<file path="src/hw/rtl/vcb_pkg.sv">
// shared types and constants of the vertex cache triangle batcher
`default_nettype none

package vcb_pkg;

	localparam int CACHE_SLOTS = 32;
	localparam int SLOT_W      = $clog2(CACHE_SLOTS);
	localparam int USED_W      = $clog2(CACHE_SLOTS + 1);
	localparam int IDX_W       = 16;
	localparam int POS_W       = 24;
	localparam int CAP_W       = 6;
	localparam int CAP_MIN     = 3;
	localparam int CORNERS     = 3;
	localparam int CORNER_W    = 2;
	localparam int IN_DATA_W   = 48;
	localparam int OUT_DATA_W  = 64;

	typedef enum logic [1:0] {
		KIND_BATCH = 2'd0,
		KIND_LOAD  = 2'd1,
		KIND_TRI   = 2'd2
	} kind_t;

	// controller to datapath
	typedef struct packed {
		logic                load_item;
		logic                clear_mesh;
		logic                look_en;
		logic [CORNER_W-1:0] look_idx;
		logic                reset_batch;
		logic                load_en;
		logic [CORNER_W-1:0] load_idx;
		logic                emit;
		kind_t               kind;
	} vcb_cmd_t;

	// datapath to controller
	typedef struct packed {
		logic               out_free;
		logic               overflow;
		logic [CORNERS-1:0] hit;
	} vcb_sts_t;

endpackage

`default_nettype wire

</file>
<file path="src/hw/rtl/vertex_cache_triangle_batcher_unit.sv">
// top level of the vertex cache triangle batcher
//
// channel  dir  handshake          contents
// s_*      in   s_tvalid/s_tready  one triangle: tdata corners a,b,c; tuser start_mesh
// m_*      out  m_tvalid/m_tready  one result beat: tdata payload, tuser kind, tlast
// cfg_*    in   cfg_we             batch_capacity, no read-back
//
// steps: accept, a new-batch beat when start_mesh is set, three lookups
//   through the shared compare bank, overflow check, three corner steps,
//   triangle beat; every emitted beat waits for the output register
// reset: arst_n clears the controller, slot count, position count and the
//   output valid; capacity comes up as 32, slot tags are not cleared
// stalls: m_tready low holds the sequencer only at a beat it wants to emit;
//   the next triangle is taken while the final beat still waits
`default_nettype none

module vertex_cache_triangle_batcher_unit
	import vcb_pkg::*;
(
	input  wire logic                  clk,
	input  wire logic                  arst_n,
	// configuration
	input  wire logic                  cfg_we,
	input  wire logic [CAP_W-1:0]      cfg_wdata,   // batch_capacity
	// triangle input
	input  wire logic                  s_tvalid,
	output logic                       s_tready,
	input  wire logic [IN_DATA_W-1:0]  s_tdata,     // vertex_a, vertex_b, vertex_c
	input  wire logic [0:0]            s_tuser,     // start_mesh
	// result output
	output logic                       m_tvalid,
	input  wire logic                  m_tready,
	output logic [OUT_DATA_W-1:0]      m_tdata,     // source_vertex, load_slot,
	                                                // out_position, slot_first,
	                                                // slot_second, slot_third, pad
	output logic [1:0]                 m_tuser,     // kind
	output logic                       m_tlast      // last
);

	vcb_cmd_t cmd;
	vcb_sts_t sts;

	// sequencer
	vcb_ctrl u_ctrl (
		.clk      (clk),
		.arst_n   (arst_n),
		.in_valid (s_tvalid),
		.in_start (s_tuser[0]),
		.in_ready (s_tready),
		.sts      (sts),
		.cmd      (cmd)
	);

	// tags, counters and output register
	vcb_dp u_dp (
		.clk       (clk),
		.arst_n    (arst_n),
		.cmd       (cmd),
		.sts       (sts),
		.in_data   (s_tdata),
		.cfg_we    (cfg_we),
		.cfg_wdata (cfg_wdata),
		.out_valid (m_tvalid),
		.out_ready (m_tready),
		.out_data  (m_tdata),
		.out_kind  (m_tuser),
		.out_last  (m_tlast)
	);

`ifndef SYNTHESIS
	// nothing is emitted in the cycle a triangle is taken
	a_no_emit_on_accept: assert property (@(posedge clk) disable iff (!arst_n)
		(s_tvalid && s_tready) |-> !cmd.emit)
		else $error("beat emitted while accepting a triangle");

	// a beat is only loaded when the output register can take it
	a_emit_needs_room: assert property (@(posedge clk) disable iff (!arst_n)
		cmd.emit |-> sts.out_free)
		else $error("output register overwritten");

	// the block is busy right after taking a triangle
	a_busy_after_accept: assert property (@(posedge clk) disable iff (!arst_n)
		(s_tvalid && s_tready) |=> !s_tready)
		else $error("ready right after accept");

	// after the triangle beat the block is ready again
	a_ready_after_tri: assert property (@(posedge clk) disable iff (!arst_n)
		(cmd.emit && cmd.kind == KIND_TRI) |=> s_tready)
		else $error("not ready after triangle beat");
`endif

endmodule

`default_nettype wire

</file>
<file path="src/hw/rtl/vcb_ctrl.sv">
// sequencer of the batcher: lookup, overflow check, loads, triangle beat
`default_nettype none

module vcb_ctrl
	import vcb_pkg::*;
(
	input  wire logic     clk,
	input  wire logic     arst_n,
	input  wire logic     in_valid,
	input  wire logic     in_start,
	output logic          in_ready,
	input  wire vcb_sts_t sts,
	output vcb_cmd_t      cmd
);

	localparam logic [2:0] S_IDLE  = 3'd0;
	localparam logic [2:0] S_START = 3'd1;
	localparam logic [2:0] S_LOOK  = 3'd2;
	localparam logic [2:0] S_CHECK = 3'd3;
	localparam logic [2:0] S_LOAD  = 3'd4;
	localparam logic [2:0] S_TRI   = 3'd5;

	localparam logic [CORNER_W-1:0] LAST_CORNER = CORNER_W'(CORNERS - 1);

	logic [2:0]          state_q, state_d;
	logic [CORNER_W-1:0] cnt_q, cnt_d;

	always_ff @(posedge clk or negedge arst_n) begin
		if (!arst_n) begin
			state_q <= S_IDLE;
			cnt_q   <= '0;
		end else begin
			state_q <= state_d;
			cnt_q   <= cnt_d;
		end
	end

	always_comb begin
		state_d  = state_q;
		cnt_d    = cnt_q;
		in_ready = 1'b0;
		cmd      = '0;
		cmd.kind = KIND_BATCH;
		unique case (state_q)
			S_IDLE: begin
				in_ready = 1'b1;
				cnt_d    = '0;
				if (in_valid) begin
					cmd.load_item = 1'b1;
					state_d = in_start ? S_START : S_LOOK;
				end
			end
			S_START: begin
				if (sts.out_free) begin
					cmd.emit       = 1'b1;
					cmd.kind       = KIND_BATCH;
					cmd.clear_mesh = 1'b1;
					state_d        = S_LOOK;
				end
			end
			S_LOOK: begin
				cmd.look_en  = 1'b1;
				cmd.look_idx = cnt_q;
				if (cnt_q == LAST_CORNER) begin
					cnt_d   = '0;
					state_d = S_CHECK;
				end else begin
					cnt_d = cnt_q + 1'b1;
				end
			end
			S_CHECK: begin
				if (!sts.overflow) begin
					state_d = S_LOAD;
				end else if (sts.out_free) begin
					cmd.emit        = 1'b1;
					cmd.kind        = KIND_BATCH;
					cmd.reset_batch = 1'b1;
					state_d         = S_LOAD;
				end
			end
			S_LOAD: begin
				cmd.load_idx = cnt_q;
				if (sts.hit[cnt_q] || sts.out_free) begin
					if (!sts.hit[cnt_q]) begin
						cmd.emit    = 1'b1;
						cmd.kind    = KIND_LOAD;
						cmd.load_en = 1'b1;
					end
					if (cnt_q == LAST_CORNER) begin
						cnt_d   = '0;
						state_d = S_TRI;
					end else begin
						cnt_d = cnt_q + 1'b1;
					end
				end
			end
			S_TRI: begin
				if (sts.out_free) begin
					cmd.emit = 1'b1;
					cmd.kind = KIND_TRI;
					state_d  = S_IDLE;
				end
			end
			default: begin
				state_d = S_IDLE;
			end
		endcase
	end

endmodule

`default_nettype wire

</file>
<file path="src/hw/rtl/vcb_dp.sv">
// datapath: slot tags, shared lookup unit, counters and output register
`default_nettype none

module vcb_dp
	import vcb_pkg::*;
(
	input  wire logic                  clk,
	input  wire logic                  arst_n,
	input  wire vcb_cmd_t              cmd,
	output vcb_sts_t                   sts,
	input  wire logic [IN_DATA_W-1:0]  in_data,
	input  wire logic                  cfg_we,
	input  wire logic [CAP_W-1:0]      cfg_wdata,
	output logic                       out_valid,
	input  wire logic                  out_ready,
	output logic [OUT_DATA_W-1:0]      out_data,
	output logic [1:0]                 out_kind,
	output logic                       out_last
);

	logic [IDX_W-1:0]  tags_q [CACHE_SLOTS];
	logic [IDX_W-1:0]  vtx_q  [CORNERS];
	logic [SLOT_W-1:0] slot_q [CORNERS];
	logic [CORNERS-1:0] hit_q;
	logic [USED_W-1:0] used_q;
	logic [POS_W-1:0]  emitted_q;
	logic [CAP_W-1:0]  cap_q;
	logic              out_valid_q;

	logic [IDX_W-1:0]  out_src_q;
	logic [SLOT_W-1:0] out_lslot_q;
	logic [POS_W-1:0]  out_pos_q;
	logic [SLOT_W-1:0] out_s0_q, out_s1_q, out_s2_q;
	kind_t             out_kind_q;
	logic              out_last_q;

	// lookup of one corner against the slots in use, lowest slot wins
	logic [IDX_W-1:0]  look_v;
	logic              look_hit;
	logic [SLOT_W-1:0] look_slot;

	always_comb begin
		look_v    = vtx_q[cmd.look_idx];
		look_hit  = 1'b0;
		look_slot = '0;
		for (int j = CACHE_SLOTS - 1; j >= 0; j--) begin
			if ((USED_W'(j) < used_q) && (tags_q[j] == look_v)) begin
				look_hit  = 1'b1;
				look_slot = SLOT_W'(j);
			end
		end
	end

	// capacity clamped into the usable range
	logic [CAP_W-1:0] cap_eff;
	always_comb begin
		priority if (cap_q < CAP_W'(CAP_MIN))
			cap_eff = CAP_W'(CAP_MIN);
		else if (cap_q > CAP_W'(CACHE_SLOTS))
			cap_eff = CAP_W'(CACHE_SLOTS);
		else
			cap_eff = cap_q;
	end

	logic [1:0]        misses;
	logic [USED_W:0]   need;
	assign misses = 2'(!hit_q[0]) + 2'(!hit_q[1]) + 2'(!hit_q[2]);
	assign need   = {1'b0, used_q} + (USED_W + 1)'(misses);

	// insert slot, capped at the last slot
	logic [SLOT_W-1:0] ins_slot;
	assign ins_slot = (used_q >= USED_W'(CACHE_SLOTS)) ? SLOT_W'(CACHE_SLOTS - 1)
		: used_q[SLOT_W-1:0];

	logic out_free;
	assign out_free = !out_valid_q || out_ready;

	assign sts.out_free = out_free;
	assign sts.overflow = need > (USED_W + 1)'(cap_eff);
	assign sts.hit      = hit_q;

	// control registers
	always_ff @(posedge clk or negedge arst_n) begin
		if (!arst_n) begin
			used_q      <= '0;
			emitted_q   <= '0;
			cap_q       <= CAP_W'(CACHE_SLOTS);
			hit_q       <= '0;
			out_valid_q <= 1'b0;
		end else begin
			if (cfg_we)
				cap_q <= cfg_wdata;
			if (cmd.clear_mesh) begin
				used_q    <= '0;
				emitted_q <= '0;
			end
			if (cmd.look_en)
				hit_q[cmd.look_idx] <= look_hit;
			if (cmd.reset_batch) begin
				used_q <= '0;
				hit_q  <= '0;
			end
			if (cmd.load_en) begin
				used_q    <= USED_W'(ins_slot) + 1'b1;
				emitted_q <= emitted_q + 1'b1;
			end
			if (cmd.emit)
				out_valid_q <= 1'b1;
			else if (out_ready)
				out_valid_q <= 1'b0;
		end
	end

	// payload registers
	always_ff @(posedge clk) begin
		if (cmd.load_item) begin
			vtx_q[0] <= in_data[IDX_W-1:0];
			vtx_q[1] <= in_data[2*IDX_W-1:IDX_W];
			vtx_q[2] <= in_data[3*IDX_W-1:2*IDX_W];
		end
		if (cmd.look_en)
			slot_q[cmd.look_idx] <= look_slot;
		if (cmd.load_en) begin
			tags_q[ins_slot]     <= vtx_q[cmd.load_idx];
			slot_q[cmd.load_idx] <= ins_slot;
		end
		if (cmd.emit) begin
			out_kind_q  <= cmd.kind;
			out_src_q   <= '0;
			out_lslot_q <= '0;
			out_pos_q   <= '0;
			out_s0_q    <= '0;
			out_s1_q    <= '0;
			out_s2_q    <= '0;
			out_last_q  <= 1'b0;
			unique case (cmd.kind)
				KIND_BATCH: begin
					out_pos_q <= cmd.clear_mesh ? '0 : emitted_q;
				end
				KIND_LOAD: begin
					out_src_q   <= vtx_q[cmd.load_idx];
					out_lslot_q <= ins_slot;
					out_pos_q   <= emitted_q;
				end
				KIND_TRI: begin
					out_s0_q   <= slot_q[0];
					out_s1_q   <= slot_q[1];
					out_s2_q   <= slot_q[2];
					out_last_q <= 1'b1;
				end
				default: begin
					out_last_q <= 1'b0;
				end
			endcase
		end
	end

	assign out_valid = out_valid_q;
	assign out_kind  = out_kind_q;
	assign out_last  = out_last_q;
	assign out_data  = {4'b0, out_s2_q, out_s1_q, out_s0_q, out_pos_q, out_lslot_q, out_src_q};

endmodule

`default_nettype wire

</file>
<file path="config.mk">
export PLATFORM = sky130hd
export DESIGN_NAME = vertex_cache_triangle_batcher_unit
export DESIGN_NICKNAME = d
export VERILOG_FILES = /design/src/hw/rtl/vcb_pkg.sv /design/src/hw/rtl/vertex_cache_triangle_batcher_unit.sv /design/src/hw/rtl/vcb_ctrl.sv /design/src/hw/rtl/vcb_dp.sv
export SDC_FILE = /design/constraint.sdc
export NUM_CORES = 1
export LEC_CHECK = 0
export BUFFER_PORTS_ARGS = -buffer_cell sky130_fd_sc_hd__buf_2
export CAP_MARGIN = 20
export CORE_UTILIZATION = 50
export DETAILED_ROUTE_END_ITERATION = 8
export PLACE_DENSITY = 0.67
export SKIP_LAST_GASP = 1
export SLEW_MARGIN = 0
export SYNTH_ARGS = -nofsm -noshare
export SYNTH_HDL_FRONTEND = slang
export SYNTH_SLANG_ARGS = --single-unit
export TNS_END_PERCENT = 1
</file>
<file path="constraint.sdc">
create_clock -name clk -period 7 [get_ports clk]
set_input_delay 0.35 -clock clk [delete_from_list [all_inputs] [get_ports clk]]
set_output_delay 0.35 -clock clk [all_outputs]
set_load 0.02 [all_outputs]
</file>
# --- Word level (Yosys, flattened, before mapping) ---
# Memory sizes are Yosys's and may differ from the RTL's. A register that Yosys moved wholly into a read port is not among the register bits.
# Cells that the tools add are included.
totals:
  ff_bits: 93
  mem_bits_rw: 575
  input_bits: 60
  output_inout_bits: 69
  word_cells: 280
  memories: 3
classes:
  addsub: 6
  n_lt_le_gt_ge: 39
  n_eq_ne: 47
  n_mux: 122
  n_reduce_logical: 51
mem_list:
  columns: ["name", "words", "word_bits", "read_ports", "rd_clocked_by_memory_dff", "write_ports", "line", "source"]
  rows:
  - ["u_dp.tags_q", 32, 16, 32, 0, 1, "vcb_dp.sv:21", "logic [IDX_W-1:0] tags_q [CACHE_SLOTS];"]
  - ["u_dp.vtx_q", 3, 16, 2, 0, 3, "vcb_dp.sv:22", "logic [IDX_W-1:0] vtx_q [CORNERS];"]
  - ["u_dp.slot_q", 3, 5, 3, 3, 1, "vcb_dp.sv:23", "logic [SLOT_W-1:0] slot_q [CORNERS];"]
ops:
  columns: ["cell", "n"]
  rows:
  - ["16-bit equality test", 32]
  - ["5-bit 2-to-1 mux", 34]
  - ["5-bit by 6-bit less-than comparator with 1-bit output (first input constant)", 16]
  - ["1-bit 2-to-1 mux", 53]
  - ["3-bit 2-to-1 mux", 17]
  - ["4-bit by 6-bit less-than comparator with 1-bit output (first input constant)", 8]
  - ["24-bit 2-to-1 mux", 2]
  - ["24-bit one-hot mux with 2 select lines", 1]
  - ["1-bit logical AND", 33]
  - ["6-bit 2-to-1 mux", 5]
  - ["24-bit by 1-bit adder with 24-bit output (second input constant)", 1]
  - ["3-bit by 6-bit less-than comparator with 1-bit output (first input constant)", 4]
  - ["3-bit one-hot mux with 6 select lines", 1]
  - ["1-bit by 6-bit less-than comparator with 1-bit output (first input constant)", 2]
  - ["2-bit by 6-bit less-than comparator with 1-bit output (first input constant)", 2]
  - ["3-bit one-hot mux with 4 select lines", 1]
  - ["2-bit by 1-bit inequality test with 1-bit output (second input constant)", 5]
  - ["2-bit 2-to-1 mux", 4]
  - ["6-bit by 2-bit adder with 7-bit output", 1]
  - ["7-bit by 6-bit greater-than comparator with 1-bit output", 1]
  - ["1-bit logical NOT", 7]
  - ["7-bit AND reduction", 1]
  - ["5-bit by 1-bit adder with 6-bit output (second input constant)", 1]
  - ["3-bit by 2-bit equality test with 1-bit output (second input constant)", 2]
  - ["25 further kinds", 31]

# --- Longest topological paths before layout ---
# Gate-level depths: netlist of run 1.
# An unclocked memory read counts as a cell.
depth:
  ltp_word: 40
  mapped_depth: 17
  mapped_depth_nobuf: 17

# --- Modules after synthesis ---
# A second synthesis of run 1 with hierarchy kept.
hier_totals:
  cells_unflattened: 2237
  hier_area_um2: 31157.4
modules_own_cells:
  columns: ["module", "instances", "cells_each", "area_each_um2", "seq_area_each_um2"]
  rows:
  - ["vcb_dp", 1, 2166, 30596.8, 20160.6]
  - ["vcb_ctrl", 1, 71, 560.5, 125.1]

# --- Worst setup path before layout of run 1 ---
# Ideal clock, no wire load.
synth_path:
  kind: "register to register"
  startpoint: "register u_dp.hit_q[1]"
  endpoint: "register u_dp.out_kind_q[0], in the netlist u_dp.out_kind[0] (enable)"
  setup_time_ps: 683
  t_arrival_ps: 4288
  required_time_ps: 6317
  path_slack_ps: 2029
  path_stages_with_launch: 16
  path_buffers: 0
  synth_period_minus_slack_ps: 4971
  cell_sequence: "dfrtp_1 -> inv_1 -> fa_1 -> ha_1 -> inv_1 -> fa_1 -> nor2_1 -> xor2_1 -> ha_1 -> and3_1 -> a221oi_1 -> a41oi_1 -> o21ai_0 -> nor2_1 -> nor2_1 -> nand2_1"
synth_rtl:
  columns: ["item", "line", "source"]
  rows:
  - ["start: declaration", "vcb_dp.sv:24", "logic [CORNERS-1:0] hit_q;"]
  - ["start signal: indexed assignment", "vcb_dp.sv:98", "hit_q[cmd.look_idx] <= look_hit;"]
  - ["end signal: assignment", "vcb_dp.sv:128", "out_kind_q <= cmd.kind;"]
  - ["end: declaration", "vcb_dp.sv:34", "kind_t out_kind_q;"]

# --- Final worst setup path of run 1 ---
layout_path:
  startpoint: "register u_ctrl.state_q[2]"
  endpoint: "memory u_dp.slot_q[2][2] (netlist name), data pin"
layout_via:
  elab_chain_len: 38
  elab_cells_between_ends: 105
  classes_between: "eq/ne (34); mux (37); reduce/logical (33); memory (1)"
layout_lines:
  columns: ["item", "line", "source"]
  rows:
  - ["start: declaration", "vcb_ctrl.sv:25", "logic [2:0] state_q, state_d;"]
  - ["start signal: assignment", "vcb_ctrl.sv:33", "state_q <= state_d;"]
  - ["3-bit by 2-bit equality test with 1-bit output", "vcb_ctrl.sv:44", "unique case (state_q)"]
  - ["3-bit 2-to-1 mux", "vcb_ctrl.sv:44", null]
  - ["memory read 3 x 16 bit", null, null]
  - ["16-bit equality test", "vcb_dp.sv:47", "if ((USED_W'(j) < used_q) && (tags_q[j] == look_v)) begin"]
  - ["1-bit logical AND", "vcb_dp.sv:47", null]
  - ["5-bit 2-to-1 mux (32 in a row)", "vcb_dp.sv:47", null]
  - ["5-bit 2-to-1 mux (no line) (*)", null, null]
  - ["end: declaration", "vcb_dp.sv:23", null]
# Mark *: on every way between the ends. The rest lies on a longest branch, timed or not.

==> reports/results.ini, run 1 <==
[timing]
fin_crit_ps = 5770
fmax_mhz = 173
finalCritPeriodShare_pct = 82.4
hold_viol_final = 0
slew_headroom_pct = 24.4
clock_skew_ps = 21.1
grt_setup_unrepaired = false
finalSetupViolCount = 0
fin_tns_setup_ps = 0
tightestPinTransition_ps = 1130
slew_viol_final = 0

[clock_network]
htree_levels = 3
cts_buffers = 74
cts-root-buf = clkbuf_16
clk_latency_ps = 630
clock_sinks = 683
cts_max_path_buffers = 3
cts_setup_buffers = 0
path_clk_slew_ps = 60
tritoncts = built

[critical_path]
worst_setup_path_end_kind = register
cp_data_required_time_ps = 7380
crit_type = register to register
crit_fanout = 34
reg2reg_to = u_dp.slot_q[2][2]$_DFFE_PP_
r2r_slack_ps = 1230
arrival_ps = 6150
r2r_cells = 11
cp-start-kind = register
r2r_start = u_ctrl.state_q[2]$_DFFE_PN0P_

[worst_hold_path]
min_from = cfg_we
hold_path_depth = 2
hold_class = input pin to register
hold_path_end = u_dp.cap_q[5]$_DFFE_PN1P_

[synth]
avgSynthCellArea_sq_um = 13.1
synth_top_area_share_pct = 59.3
ys_ff_latch = 683
synth_area_leader_cell = edfxtp_1
ys_types = 83
synthFlopType = edfxtp_1
async_flop_share_pct = 6.59
yosysSeqAreaShare_pct = 62.8
synth_area_sq_um = 32300
ys_top_cells_by_area = edfxtp_1 (59%), xor2_1 (7.1%), xnor2_1 (3.7%)
ys_warn_count = 0
synthCells = 2468
synth-edff-count = 638

[layout]
seq_area_sq_um = 20300
drive_gt1_share_pct = 15.7
fin_cells = 3632
area_growth_pct = 15.9
nFillCells = 4934
final_nets = 2800
multi_input_area_sq_um = 11600

[routing]
first_pass_iters = 5
vias_per_cell = 6.43
wl_per_cell_um = 29.2
drcViolationCount = 0
wl_um = 106000
dr.first_iter.drc_count = 3136
ant_nets = 0
vias = 23300

[run]
cap_viol_max_count = 0

[floorplan]
initial_core_util_pct = 50.9
rows = 92
die_area_sq_um = 65600
die_y_um = 256
dieWidth_um = 256
pin_count = 129
core-area_sq_um = 63400

[pwr]
peakVddDrop_v = 0.000268
p_leak_nw = 13.3
p_per_area_nw_per_um2 = 366

[place]
place_inst = 3435
dp_hpwl_um = 66000
port_buffers = 124
gp_congestion = 0.988

[global_routing]
grt_pass1_wl_um = 152000
grt_antenna_before_repair = 4
grt_max_degree = 64
groute.usage.overall_pct = 32.0
overflow = 0
grt_pass1_vias = 22700

[outcome]
status = finished clean

==> cell families after synthesis <==
logic type	Yosys count	share of synthesized area, %
compound gates	314	6.40
xor+xnor	397	10.8
fa+ha+maj	15	0.627
buf+inv	137	2.20
flops	683	62.8
mux	34	1.08
other cells	1	0.0116
simple gates	887	16.1
==> layout by cell type, fill, tap and decap left out, types with 13 or more instances in the layout <==
cell / instances
mux2i_1: 28
nor4_1: 136
clkinv_1: 14
clkbuf_16: 77
nor2_1: 86
nand3_1: 59
a2111oi_0: 14
ha_1: 13
o21ai_0: 31
nand2_1: 96
xor2_1: 262
o21ai_4: 20
or4_1: 50
xnor2_1: 135
nor3_1: 62
dfrtp_1: 44
buf_4: 110
nand3b_1: 16
clkinv_2: 13
inv_1: 20
edfxtp_1: 638
or3_1: 18
and3_1: 135
and2_1: 43
buf_2: 124
and4_1: 16
nand2b_1: 23
dlygate4sd3_1: 55
nor4b_1: 13
clkbuf_1: 14
a21oi_1: 137
nand4_1: 51
==> registers in the layout, indices dropped and copies added (netlist names), 5 cells and up <==
signal	count
u_dp.out_src_q	16
u_dp.out_lslot_q	5
u_dp.used_q	6
u_dp.vtx_q	48
u_dp.out_pos_q	24
u_dp.out_s1_q	5
u_dp.out_s2_q	5
u_dp.slot_q	15
u_dp.tags_q	512
u_dp.out_s0_q	5
u_dp.cap_q	6
u_dp.emitted_q	24
==> final cells by class <==
class | instances | area share, %
Multi-Input combinational cell | 1651 | 30.8
Inverter | 20 | 0.200
Sequential cell | 683 | 54.1
Antenna cell | 1 | 0.00668
Timing Repair Buffer | 295 | 5.59
Clock buffer | 94 | 5.39
Clock inverter | 42 | 0.999
Tap cell | 846 | 2.83
==> synthesized netlist by cell type (all sizes together), types with 6 or more instances <==
master and number:
edfxtp 638, xor2 262, nor4 138, a21oi 137
and3 136, xnor2 135, nand2 110, nor2 92
nor3 66, buf 63, o21ai 62, nand3 59
clkbuf 54, nand4 51, or4 50, and2 44
dfrtp 44, mux2i 28, nand2b 23, inv 20
or3 18, a32oi 16, and4 16, nand3b 16
a2111oi 15, or2 15, a21boi 13, ha 13
nor4b 13, a21o 12, nor2b 9, o211ai 9
nand4b 8, and3b 7, o22ai 7, o31ai 7
mux2 6
==> per-layer routing <==
layer / track usage, % / wire length [um]
met2: 49.5 / 48100
met1: 42.9 / 40300
met4: 16.6 / 5450
met3: 6.55 / 12300
met5: 0 / 0
==> how the worst max path moves through the flow <==
stage / slack [ps] / cells past startpoint / start / endpoint
CTS: 1380 / 11 / u_ctrl.state_q[2]$_DFFE_PN0P_ / u_dp.slot_q[1][0]$_DFFE_PP_
global route: 890 / 12 / u_ctrl.state_q[2]$_DFFE_PN0P_ / u_dp.slot_q[0][2]$_DFFE_PP_
finish: 1230 / 11 / u_ctrl.state_q[2]$_DFFE_PN0P_ / u_dp.slot_q[2][2]$_DFFE_PP_
global placement: 1600 / 11 / u_ctrl.state_q[2]$_DFFE_PN0P_ / u_dp.slot_q[0][0]$_DFFE_PP_
floorplan: 2030 / 15 / u_dp.hit_q[1]$_DFFE_PN0P_ / u_dp.out_kind[0]$_DFFE_PP_
detailed placement: 1410 / 11 / u_ctrl.state_q[2]$_DFFE_PN0P_ / u_dp.slot_q[0][0]$_DFFE_PP_
==> through the flow <==
stage	power, mW	cell area [sq um]	setup WS [ps]	util, %	hold WS, ps
after floorplan	8.04	32300	2030	-	54.4
after global placement	9.67	34400	1600	54.3	470
after detailed placement	9.76	34400	1410	54.3	479
after CTS	13.6	37400	1380	58.9	12.1
after global routing	14.2	37500	890	59.1	27.5
final	13.7	37500	1230	59.1	28.7
==> repair_timing <==
item                       CTS  global route
resized for setup            0             0
setup endpoints to repair    0             0
hold buffers                55             0
hold endpoints to repair    98             0
==> report_power, final <==
group | internal [mW] | leakage [nW] | switching, mW
sequential | 4.98 | 6.38 | 0.144
combinational | 1.34 | 5.76 | 3.37
clock | 2.24 | 1.17 | 1.65
==> critical path, cell delays in order, from the launching register on <==
cell	delay, ps
dfrtp_1	670
or3b_1	720
o21ai_2	790
nand2_2	760
buf_4	460
xor2_1	170
or4_1	490
or4_1	510
nor3b_1	190
o41ai_1	280
a31oi_1	120
o21bai_1	350
(Power assumes the default switching activity.)
==> inputs of run 2 (changes only) <==
- clock period: 7 -> 5.6 ns (I/O delays scaled with it)
==> run 2 against run 1 <==
  * Design area up 0.46%
  * Global-route usage grew 0.57 points
  * Critical endpoint is now u_dp.hit_q[0]$_DFFE_PN0P_
  * Clock power up 22%
  * Flip-flop and latch count stayed put
==> reports/results.ini, run 2 (same netlist as run 1, synthesis figures left out) <==
[outcome]
status = finished clean

[critical_path]
cp_common_cell = nor3_1
cp_data_required_time_ps = 6060
reg2reg_to = u_dp.hit_q[0]$_DFFE_PN0P_
r2r_slack_ps = 370
max_stage_delay_ps = 980
worst_setup_path_end_kind = register
cp-start-kind = register
crit_type = register to register
r2r_start = u_ctrl.state_q[0]$_DFFE_PN0P_
arrival_ps = 5680
slowest_stage = and4bb_1
worstPathCellList = and4bb_1, a32oi_1, nand2_2, buf_12, xor2_1, or4_1, nand4bb_1, nor3_1, nor3_1, nand4b_1, nor4_1, a311oi_1
crit_fanout = 19
r2r_cells = 12

[floorplan]
die_y_um = 256
die_area_sq_um = 65600
dieWidth_um = 256
pin_count = 129
rows = 92
initial_core_util_pct = 50.9
core-area_sq_um = 63400

[layout]
reg.largest.list = u_dp.tags_q (512), u_dp.vtx_q (48)
diodes = 0
area_growth_pct = 16.5
fin_cells = 3647
final_nets = 2824
top_register = u_dp.tags_q
largest_register_ffs = 512
stdcell_area_sq_um = 37600
final_common_cell = edfxtp_1
finalCoreUtilization_pct = 59.3
drive_gt1_share_pct = 16.1
final_cell_mix = edfxtp_1 (638), xor2_1 (262), a21oi_1 (137), nor4_1 (137)

[routing]
wl_per_cell_um = 29.7
first_pass_iters = 9
dr.first_iter.drc_count = 3251
vias = 23900
ant_nets = 0
drcViolationCount = 0
wl_um = 108000
vias_per_cell = 6.55

[global_routing]
overflow = 0
grt_pass1_wl_um = 155000
grt_antenna_before_repair = 0
groute.usage.overall_pct = 32.6
grt_pass1_vias = 22900
grt_max_degree = 60

[pwr]
power_mw = 17.3
peakVddDrop_v = 0.000252
p_leak_nw = 13.4
p_per_area_nw_per_um2 = 459

[place]
gp_congestion = 1.05
placedInstanceArea_sq_um = 34700
place_inst = 3461
pre_cts_slack_ps = 674
port_buffers = 124
dp_hpwl_um = 70700

[timing]
tightestPinTransition_ps = 1130
layout_setup_ws_ps = 375
fin_tns_setup_ps = 0
fmax_mhz = 191
slew_headroom_pct = 24.4
hold_viol_final = 0
finalSetupViolCount = 0
finalCritPeriodShare_pct = 93.3
slew_viol_final = 0
clock_skew_ps = 28.4
fin_crit_ps = 5230
grt_setup_unrepaired = false
hold_slack_ps = 33.6

[worst_hold_path]
hold_class = input pin to register
min_from = cfg_we
hold_path_end = u_dp.cap_q[1]$_DFFE_PN0P_
hold_path_depth = 2

[clock_network]
htree_levels = 3
clock_sinks = 683
cts_buffers = 72
cts-root-buf = clkbuf_16
cts_resized = 0
cts_setup_buffers = 0
cts_max_path_buffers = 3
cts_hold_buf = 56
tritoncts = built
clk_latency_ps = 630
path_clk_slew_ps = 60

[run]
cap_viol_max_count = 0

run 2: layout make-up:
type | count | area [sq um]
clock buffers | 98 | 1990
clock inverters | 28 | 300
fillers | 4903 | 25800
inverters | 20 | 75.1
multi-input cells | 1651 | 11500
flip-flops and latches | 683 | 20300
well taps | 846 | 1060
repair buffers | 321 | 2380
run 2: worst max-delay path by stage:
| stage | startpoint | to | cells after the start |
|---|---|---|---|
| final | u_ctrl.state_q[0]$_DFFE_PN0P_ | u_dp.hit_q[0]$_DFFE_PN0P_ | 12 |
| after global routing | u_ctrl.state_q[1]$_DFFE_PN0P_ | u_dp.hit_q[0]$_DFFE_PN0P_ | 12 |
| after CTS | u_ctrl.state_q[1]$_DFFE_PN0P_ | u_dp.hit_q[0]$_DFFE_PN0P_ | 12 |
| after detailed placement | u_ctrl.state_q[1]$_DFFE_PN0P_ | u_dp.hit_q[0]$_DFFE_PN0P_ | 13 |
| after global placement | u_ctrl.state_q[1]$_DFFE_PN0P_ | u_dp.slot_q[0][0]$_DFFE_PP_ | 14 |
| after floorplan | u_dp.hit_q[1]$_DFFE_PN0P_ | u_dp.out_kind[0]$_DFFE_PP_ | 15 |
run 2: per-layer routing:
layer / track usage [%] / vias to the layer above / part of all wire (%)
met1: 43.8 / 11700 / 37
met5: 0 / - / 0
li1: - / 9977 / -
met4: 17.2 / 0 / 5.6
met3: 7.16 / 354 / 13
met2: 49.7 / 1811 / 45
run 2: power breakdown:
part / internal, mW / total [mW] / switching [mW]
logic: 1.81 / 6.11 / 4.30
clock network: 2.77 / 4.76 / 1.99
registers: 6.22 / 6.41 / 0.191
run 2: critical path: cells and delay by family (launching register included):
family | cells | cell delay, ps
and+or+nand+nor | 8 | 3590
DFF | 1 | 530
AOI/OAI and AO/OA | 2 | 420
buffers and inverters | 1 | 270
xor gates and xnor gates | 1 | 200
